`config.mk`:
```
export PLATFORM = sky130hd
export DESIGN_NAME = broadcast_drop_oldest_queues
export DESIGN_NICKNAME = d
export VERILOG_FILES = /design/src/design/bdoq_pkg.sv /design/src/design/bdoq_ctrl.sv /design/src/design/bdoq_datapath.sv /design/src/design/broadcast_drop_oldest_queues.sv
export SDC_FILE = /design/constraint.sdc
export NUM_CORES = 2
export LEC_CHECK = 0
export BUFFER_PORTS_ARGS = -buffer_cell sky130_fd_sc_hd__buf_2
export CORE_MARGIN = 4
export CORE_UTILIZATION = 30
export DETAILED_ROUTE_END_ITERATION = 7
export GPL_ROUTABILITY_DRIVEN = 1
export MAX_ROUTING_LAYER = met4
export SYNTH_ARGS = -nofsm -noshare
export SYNTH_HDL_FRONTEND = slang
export SYNTH_SLANG_ARGS = --single-unit
```
`constraint.sdc`:
```
create_clock -name clock -period 5 [get_ports clock]
set_input_delay 0.25 -clock clock [delete_from_list [all_inputs] [get_ports clock]]
set_output_delay 0.25 -clock clock [all_outputs]
set_load 0.05 [all_outputs]
```
`src/design/bdoq_pkg.sv`:
```
// shared types, sizes and helpers of the broadcast drop-oldest queue hub
// depends on nothing
package bdoq_pkg;

   localparam int NUM_SUBSCRIBERS = 4;
   localparam int NUM_TOPICS      = 4;
   localparam int QUEUE_DEPTH     = 8;
   localparam int MESSAGE_WIDTH   = 64;

   localparam int SUB_IDX_W  = (NUM_SUBSCRIBERS > 1) ? $clog2(NUM_SUBSCRIBERS) : 1;
   localparam int PTR_W      = $clog2(QUEUE_DEPTH);
   localparam int CNT_W      = $clog2(QUEUE_DEPTH + 1);
   localparam int STORE_DEPTH = NUM_SUBSCRIBERS * QUEUE_DEPTH;
   localparam int ADDR_W     = $clog2(STORE_DEPTH);
   localparam int TOPIC_W    = 2;
   localparam int CSR_IDX_W  = 1;
   localparam int CSR_DATA_W = 8;

   // register indexes
   localparam logic [CSR_IDX_W-1:0] REG_ENABLE    = 1'b0;
   localparam logic [CSR_IDX_W-1:0] REG_TOPIC_MAP = 1'b1;

   // operation codes
   localparam logic OP_PUSH = 1'b0;
   localparam logic OP_POP  = 1'b1;

   typedef struct packed {
      logic        op;
      logic [1:0]  topic;
      logic [1:0]  subscriber;
      logic [63:0] message_in;
   } req_type;

   typedef struct packed {
      logic        message_valid;
      logic [63:0] message_out;
      logic [3:0]  overwrite_mask;
      logic [3:0]  fill_level;
   } rsp_type;

   // controller to datapath
   typedef struct packed {
      logic                 latch_req;
      logic                 push_step;
      logic                 pop_step;
      logic                 load_rsp;
      logic [SUB_IDX_W-1:0] sub_idx;
   } cmd_type;

   // datapath to controller
   typedef struct packed {
      logic rsp_free;
   } status_type;

   function automatic logic [PTR_W-1:0] next_ptr(input logic [PTR_W-1:0] ptr);
      next_ptr = (ptr == PTR_W'(QUEUE_DEPTH - 1)) ? '0 : ptr + PTR_W'(1);
   endfunction

   function automatic logic [ADDR_W-1:0] store_addr(input logic [SUB_IDX_W-1:0] sub,
                                                    input logic [PTR_W-1:0] ptr);
      store_addr = ADDR_W'(sub) * ADDR_W'(QUEUE_DEPTH) + ADDR_W'(ptr);
   endfunction

endpackage

```
`src/design/bdoq_ctrl.sv`:
```
// controller of the queue hub: sequences pushes over the subscribers and pops
// depends on bdoq_pkg
module bdoq_ctrl (
   input  logic                  clock,
   input  logic                  reset,
   input  logic                  req_valid,
   output logic                  req_ready,
   input  logic                  req_op,
   output bdoq_pkg::cmd_type     cmd,
   input  bdoq_pkg::status_type  status
);

   localparam logic [1:0] ST_IDLE = 2'd0;
   localparam logic [1:0] ST_PUSH = 2'd1;
   localparam logic [1:0] ST_POP  = 2'd2;
   localparam logic [1:0] ST_DONE = 2'd3;

   logic [1:0]                     state_ff, state_in;
   logic [bdoq_pkg::SUB_IDX_W-1:0] sub_idx_ff, sub_idx_in;
   logic                           last_sub;

   assign req_ready = (state_ff == ST_IDLE);
   assign last_sub  = (sub_idx_ff == bdoq_pkg::SUB_IDX_W'(bdoq_pkg::NUM_SUBSCRIBERS - 1));

   always_comb begin
      state_in      = state_ff;
      sub_idx_in    = sub_idx_ff;
      cmd.latch_req = 1'b0;
      cmd.push_step = 1'b0;
      cmd.pop_step  = 1'b0;
      cmd.load_rsp  = 1'b0;
      cmd.sub_idx   = sub_idx_ff;
      case (state_ff)
         ST_IDLE: begin
            if (req_valid) begin
               cmd.latch_req = 1'b1;
               sub_idx_in    = '0;
               state_in      = (req_op == bdoq_pkg::OP_POP) ? ST_POP : ST_PUSH;
            end
         end
         ST_PUSH: begin
            // one subscriber queue per cycle through the single store write port
            cmd.push_step = 1'b1;
            sub_idx_in    = sub_idx_ff + bdoq_pkg::SUB_IDX_W'(1);
            if (last_sub) begin
               state_in = ST_DONE;
            end
         end
         ST_POP: begin
            cmd.pop_step = 1'b1;
            state_in     = ST_DONE;
         end
         ST_DONE: begin
            if (status.rsp_free) begin
               cmd.load_rsp = 1'b1;
               state_in     = ST_IDLE;
            end
         end
         default: begin
            state_in = ST_IDLE;
         end
      endcase
   end

   always_ff @(posedge clock) begin
      if (reset) begin
         state_ff   <= ST_IDLE;
         sub_idx_ff <= '0;
      end else begin
         state_ff   <= state_in;
         sub_idx_ff <= sub_idx_in;
      end
   end

endmodule

```
`src/design/bdoq_datapath.sv`:
```
// datapath of the queue hub: config registers, queue pointers, shared store, result register
// depends on bdoq_pkg
module bdoq_datapath (
   input  logic                                 clock,
   input  logic                                 reset,
   input  bdoq_pkg::req_type                    req_data,
   input  logic                                 csr_we,
   input  logic [bdoq_pkg::CSR_IDX_W-1:0]       csr_index,
   input  logic [bdoq_pkg::CSR_DATA_W-1:0]      csr_wdata,
   input  bdoq_pkg::cmd_type                    cmd,
   output bdoq_pkg::status_type                 status,
   output logic                                 rsp_valid,
   input  logic                                 rsp_ready,
   output bdoq_pkg::rsp_type                    rsp_data
);

   localparam int NS = bdoq_pkg::NUM_SUBSCRIBERS;
   localparam int MW = bdoq_pkg::MESSAGE_WIDTH;

   logic [NS-1:0]                        enable_ff;
   logic [NS-1:0][bdoq_pkg::TOPIC_W-1:0] topic_map_ff;
   bdoq_pkg::req_type                    req_ff;

   logic [bdoq_pkg::PTR_W-1:0] rd_ptr_ff [NS];
   logic [bdoq_pkg::PTR_W-1:0] rd_ptr_in [NS];
   logic [bdoq_pkg::PTR_W-1:0] wr_ptr_ff [NS];
   logic [bdoq_pkg::PTR_W-1:0] wr_ptr_in [NS];
   logic [bdoq_pkg::CNT_W-1:0] cnt_ff    [NS];
   logic [bdoq_pkg::CNT_W-1:0] cnt_in    [NS];

   logic [MW-1:0] store_ff [bdoq_pkg::STORE_DEPTH];
   logic [MW-1:0] rd_data_ff;

   logic [NS-1:0]              mask_ff;
   logic                       valid_ff;
   logic [bdoq_pkg::CNT_W-1:0] fill_ff;

   logic              rsp_valid_ff, rsp_valid_in;
   bdoq_pkg::rsp_type rsp_data_ff, rsp_data_in;

   logic [bdoq_pkg::SUB_IDX_W-1:0] push_sub, pop_sub;
   logic                           topic_ok, listens, full, do_write, pop_ok, do_pop;
   logic [bdoq_pkg::ADDR_W-1:0]    wr_addr, rd_addr;

   assign push_sub = cmd.sub_idx;
   assign pop_sub  = bdoq_pkg::SUB_IDX_W'(req_ff.subscriber);
   assign topic_ok = (int'(req_ff.topic) < bdoq_pkg::NUM_TOPICS);
   assign listens  = topic_ok && enable_ff[push_sub] && (topic_map_ff[push_sub] == req_ff.topic);
   assign full     = (cnt_ff[push_sub] == bdoq_pkg::CNT_W'(bdoq_pkg::QUEUE_DEPTH));
   assign do_write = cmd.push_step && listens;
   assign pop_ok   = (int'(req_ff.subscriber) < NS) && (cnt_ff[pop_sub] != '0);
   assign do_pop   = cmd.pop_step && pop_ok;
   assign wr_addr  = bdoq_pkg::store_addr(push_sub, wr_ptr_ff[push_sub]);
   assign rd_addr  = bdoq_pkg::store_addr(pop_sub, rd_ptr_ff[pop_sub]);

   assign status.rsp_free = !rsp_valid_ff || rsp_ready;
   assign rsp_valid       = rsp_valid_ff;
   assign rsp_data        = rsp_data_ff;

   // configuration registers
   always_ff @(posedge clock) begin
      if (reset) begin
         enable_ff    <= '0;
         topic_map_ff <= '0;
      end else if (csr_we) begin
         if (csr_index == bdoq_pkg::REG_ENABLE) begin
            enable_ff <= csr_wdata[NS-1:0];
         end
         if (csr_index == bdoq_pkg::REG_TOPIC_MAP) begin
            topic_map_ff <= csr_wdata[NS*bdoq_pkg::TOPIC_W-1:0];
         end
      end
   end

   always_ff @(posedge clock) begin
      if (cmd.latch_req) begin
         req_ff <= req_data;
      end
   end

   always_comb begin
      rd_ptr_in = rd_ptr_ff;
      wr_ptr_in = wr_ptr_ff;
      cnt_in    = cnt_ff;
      if (do_write) begin
         wr_ptr_in[push_sub] = bdoq_pkg::next_ptr(wr_ptr_ff[push_sub]);
         // full queue: drop the oldest entry, count stays at depth
         if (full) begin
            rd_ptr_in[push_sub] = bdoq_pkg::next_ptr(rd_ptr_ff[push_sub]);
         end else begin
            cnt_in[push_sub] = cnt_ff[push_sub] + bdoq_pkg::CNT_W'(1);
         end
      end
      if (do_pop) begin
         rd_ptr_in[pop_sub] = bdoq_pkg::next_ptr(rd_ptr_ff[pop_sub]);
         cnt_in[pop_sub]    = cnt_ff[pop_sub] - bdoq_pkg::CNT_W'(1);
      end
   end

   always_ff @(posedge clock) begin
      if (reset) begin
         for (int i = 0; i < NS; i++) begin
            rd_ptr_ff[i] <= '0;
            wr_ptr_ff[i] <= '0;
            cnt_ff[i]    <= '0;
         end
      end else begin
         rd_ptr_ff <= rd_ptr_in;
         wr_ptr_ff <= wr_ptr_in;
         cnt_ff    <= cnt_in;
      end
   end

   // shared message store, one write and one registered read per cycle
   // read data is held from the pop step until the result is loaded
   always_ff @(posedge clock) begin
      if (do_write) begin
         store_ff[wr_addr] <= req_ff.message_in[MW-1:0];
      end
      if (cmd.pop_step) begin
         rd_data_ff <= store_ff[rd_addr];
      end
   end

   always_ff @(posedge clock) begin
      if (cmd.latch_req) begin
         mask_ff  <= '0;
         valid_ff <= 1'b0;
         fill_ff  <= '0;
      end else begin
         if (do_write && full) begin
            mask_ff[push_sub] <= 1'b1;
         end
         if (do_pop) begin
            valid_ff <= 1'b1;
            fill_ff  <= cnt_ff[pop_sub] - bdoq_pkg::CNT_W'(1);
         end
      end
   end

   always_comb begin
      rsp_valid_in = rsp_valid_ff;
      rsp_data_in  = rsp_data_ff;
      if (cmd.load_rsp) begin
         rsp_valid_in                = 1'b1;
         rsp_data_in.message_valid   = valid_ff;
         rsp_data_in.message_out     = valid_ff ? 64'(rd_data_ff) : '0;
         rsp_data_in.overwrite_mask  = 4'(mask_ff);
         rsp_data_in.fill_level      = 4'(fill_ff);
      end else if (rsp_ready) begin
         rsp_valid_in = 1'b0;
      end
   end

   always_ff @(posedge clock) begin
      if (reset) begin
         rsp_valid_ff <= 1'b0;
      end else begin
         rsp_valid_ff <= rsp_valid_in;
      end
      rsp_data_ff <= rsp_data_in;
   end

endmodule

```
`src/design/broadcast_drop_oldest_queues.sv`:
```
// push: item accepted, then one subscriber queue per cycle in ST_PUSH, then the result is loaded
// in ST_DONE once the result register is free; the next item is taken back in ST_IDLE
// pop: registered store read in ST_POP, then the result is loaded in ST_DONE the same way
// the push sequence is set by the single write port of the shared message store
// synchronous active-high reset empties every queue and clears enable and topic map
module broadcast_drop_oldest_queues (
   input  logic                             clock,
   input  logic                             reset,
   input  logic                             req_valid,
   output logic                             req_ready,
   input  bdoq_pkg::req_type                req_data,
   output logic                             rsp_valid,
   input  logic                             rsp_ready,
   output bdoq_pkg::rsp_type                rsp_data,
   input  logic                             csr_we,
   input  logic [bdoq_pkg::CSR_IDX_W-1:0]   csr_index,
   input  logic [bdoq_pkg::CSR_DATA_W-1:0]  csr_wdata
);

   bdoq_pkg::cmd_type    cmd;
   bdoq_pkg::status_type status;

   bdoq_ctrl u_ctrl (
      .clock     (clock),
      .reset     (reset),
      .req_valid (req_valid),
      .req_ready (req_ready),
      .req_op    (req_data.op),
      .cmd       (cmd),
      .status    (status)
   );

   bdoq_datapath u_datapath (
      .clock     (clock),
      .reset     (reset),
      .req_data  (req_data),
      .csr_we    (csr_we),
      .csr_index (csr_index),
      .csr_wdata (csr_wdata),
      .cmd       (cmd),
      .status    (status),
      .rsp_valid (rsp_valid),
      .rsp_ready (rsp_ready),
      .rsp_data  (rsp_data)
   );

endmodule

```
==> flow_summary.json <==
{
  "status": "finished, final reports clean",
  "whs_path_depth": 2,
  "clock_latency_ns": 0.93,
  "finalHoldViolCount": 0,
  "final_nets": 5574,
  "htreeDepth": 4,
  "synth_edf_count": 2253,
  "async_flop_share": 0,
  "grt_pass1_wl_microns": 361000,
  "yosys_most_used_dff": "edfxtp_1",
  "track_usage": 0.164,
  "gp_congestion": 0.767,
  "cp-end-kind": "flip-flop",
  "cts.path.max_buffers": 4,
  "rows": 199,
  "drc": 0,
  "cts_buffers": 236,
  "finalCritPeriodShare": 0.770,
  "p_per_area_nw_per_um2": 413,
  "clockPowerShare": 0.402,
  "ys_seq_elements": 2319,
  "p_comb_frac": 0.043,
  "syn2layout_area_growth_pct": 16.7,
  "dieArea_sq_um": 305000,
  "ys_types": 45,
  "first_iter_violations": 5898,
  "rrSetupSlack_ns": 1.15,
  "worst-r2r-cell-count": 8,
  "arrival_ns": 4.41,
  "slew_headroom": 0.174,
  "ys_top_cells_by_area": "edfxtp_1, mux2i_1, mux4_2, nand2_1, a221oi_1",
  "coreArea_sq_um": 295000,
  "first_pass_iters": 6,
  "netlist_area_sq_um": 88900,
  "r2r_start": "u_datapath.pop_sub[1]",
  "ios": 158,
  "tightestPinTransition_ns": 1.24,
  "synthesis.nets": 5273,
  "cts_tree": "built",
  "antenna_found_initial": 11,
  "min_from": "req_data[11]",
  "crit_fanout": 48,
  "path_clk_slew_ns": 0.06,
  "wl_microns": 252000,
  "syn_area_per_cell_sq_um": 17.2,
  "design_area_sq_um": 104000,
  "grt_max_degree": 149,
  "r2r-end": "u_datapath.rd_data_ff[17]",
  "post_drt_wl_per_cell_microns": 26.3,
  "overflow": 0,
  "synth_warnings": 0,
  "maxCapViolations": 0,
  "startpoint_type": "flip-flop",
  "irDropWorstVdd_uv": 362,
  "rsz0062_at_grt": "false",
  "synth_top_area_cell": "edfxtp_1",
  "p_int_w": 0.0329,
  "required_ns": 5.56,
  "routed_via_density": 5.18,
  "synth_cells": 5171,
  "yosysSeqAreaShare": 0.776,
  "cts_root_buffer": "clkbuf_16",
  "setup_viol": 0,
  "hold_end": "u_datapath.req_ff[11]",
  "swShare": 0.232,
  "numPortBuffers": 157,
  "place_area_sq_um": 95300,
  "dieHeight_microns": 552,
  "final_util": 0.352,
  "yosys.area.top_type_share": 0.761,
  "p_leak_nw": 33.1,
  "grt_pass1_vias": 49600,
  "hpwl_microns": 125000,
  "initial_core_util": 0.302,
  "finClkSkew_ns": 0.0790,
  "min_period_ns": 3.85,
  "drive_above_1_share": 0.152,
  "hp-class": "in -> reg",
  "num_vias": 49600,
  "critPathKind": "reg -> reg",
  "seq_power_share": 0.556,
  "drtAntennaViolNets": 0,
  "dieWidth_microns": 552,
  "max_freq_mhz": 260,
  "netSwitchingPower_w": 0.00992,
  "cts_sinks": 2319,
  "drv_slew": 0
}
## area by class of cell
class / instances / area (sq um)
antenna: 1 / 2.50
sequential: 2319 / 69000
multi-input combinational: 2513 / 18900
timing repair buffer: 385 / 3440
tap: 3919 / 4900
clock buffer: 259 / 5990
inverter: 17 / 80.1
clock inverter: 167 / 1480
fill: 27400 / 191000
## sequential cells by signal, indices dropped and copies added (netlist names), 2 cells and up
signal	cells
u_datapath.rsp_data	73
u_datapath.mask_ff	4
u_ctrl.sub_idx_ff	2
u_datapath.store_ff	2048
u_datapath.enable_ff	4
u_datapath.topic_map_ff	8
u_datapath.rd_data_ff	64
u_datapath.pop_sub	2
u_datapath.wr_ptr_ff	12
u_ctrl.state_ff	2
u_datapath.fill_ff	4
u_datapath.rd_ptr_ff	12
u_datapath.req_ff	66
u_datapath.cnt_ff	16
## placed cells by master (no fill, tap or decap), types with 32 or more instances in the layout
cell type         n
clkinv_2         62
a221oi_1        159
dfxtp_1          65
dlygate4sd3_1   100
nand3_1         278
nor2_4           32
buf_4            73
mux4_2          144
o32ai_1         130
nand2_1         548
nor2_1          300
buf_2           157
clkbuf_16       236
a31oi_1         140
buf_12           55
edfxtp_1       2253
o221ai_1         64
mux2i_1         411
and2_1           64
o21a_1           63
clkinv_1         55
## through the flow
stage | instances | setup TNS, ns | setup slack, ns | power [W] | hold slack [ns]
floorplan | 5171 | -404.71 | -0.300 | 0.0246 | 0.349
global placement | 9053 | 0 | 1.29 | 0.0259 | 0.427
detailed placement | 9053 | 0 | 1.22 | 0.0260 | 0.424
CTS | 9579 | 0 | 1.22 | 0.0431 | 0.000381
global route | 9580 | 0 | 0.945 | 0.0442 | 0.0305
finish | 9580 | 0 | 1.15 | 0.0428 | 0.0558
## Yosys cell counts (4+ instances only)
cell      number
clkbuf_1     217
mux4_2       146
a221oi_2      30
buf_4          9
inv_1         16
nand2_1      549
a21o_1         5
a211oi_1      19
and2_1        66
o21a_1        63
a221oi_1     159
edfxtp_1    2253
o32ai_1      130
buf_6          4
nand2b_1      21
a21oi_1       30
buf_1         15
nor2_1       332
nor2b_1        6
xnor2_1        4
dfxtp_1       66
nand3b_1      15
o221ai_1      64
mux2i_1      413
a31oi_1      140
buf_2         75
nand3_1      278
o21ai_0        5
ha_1          19
## power by group through the flow
stage	Combinational (W)	Sequential, W	Clock (W)
after floorplan	0.000827	0.0238	0
after global placement	0.00175	0.0241	0
after detailed placement	0.00177	0.0242	0
after CTS	0.00186	0.0238	0.0175
after global routing	0.00195	0.0239	0.0184
final	0.00183	0.0238	0.0172
## cells by family after synthesis
group | synth area share
buf+inv | 0.0162
compound gates | 0.0596
fa+ha+maj | 0.00267
xor+xnor | 0.000690
simple gates | 0.0611
mux | 0.0839
flops | 0.776
## worst max-delay path by stage
stage / from / to / slack (ns) / cells after the start
5_1_grt: u_datapath.pop_sub[1] / u_datapath.rd_data_ff[17] / 0.94 / 8
2_1_floorplan: u_ctrl.sub_idx_ff[0] / u_datapath.store_ff[30][0] / -0.30 / 8
3_5_place_dp: u_datapath.pop_sub[1] / u_datapath.rd_data_ff[6] / 1.22 / 8
3_3_place_gp: u_datapath.pop_sub[1] / u_datapath.rd_data_ff[6] / 1.29 / 8
6_report: u_datapath.pop_sub[1] / u_datapath.rd_data_ff[17] / 1.15 / 8
4_1_cts: u_datapath.pop_sub[1] / u_datapath.rd_data_ff[17] / 1.22 / 8
## worst max-delay path, cell delays in order, from the launching register on
cell	delay [ns]
edfxtp_1	0.57
buf_4	0.32
mux4_4	0.66
nor2b_4	0.65
buf_12	0.39
a221oi_1	0.17
o21a_1	0.21
a221oi_1	0.29
o221ai_1	0.19
## per-layer routing
| layer | track usage | wire [microns] |
|---|---|---|
| met2 | 0.269 | 123000 |
| met1 | 0.212 | 101000 |
| met3 | 0.0245 | 18900 |
| met4 | 0.0494 | 8210 |
| met5 | - | 0 |
## timing repair
item / in CTS / in global routing
buffers inserted: 0 / 0
hold endpoints to repair: 85 / 0
hold buffers: 100 / 0
resized for setup: 0 / 0
Note: power is estimated with default switching activity, not from simulation.
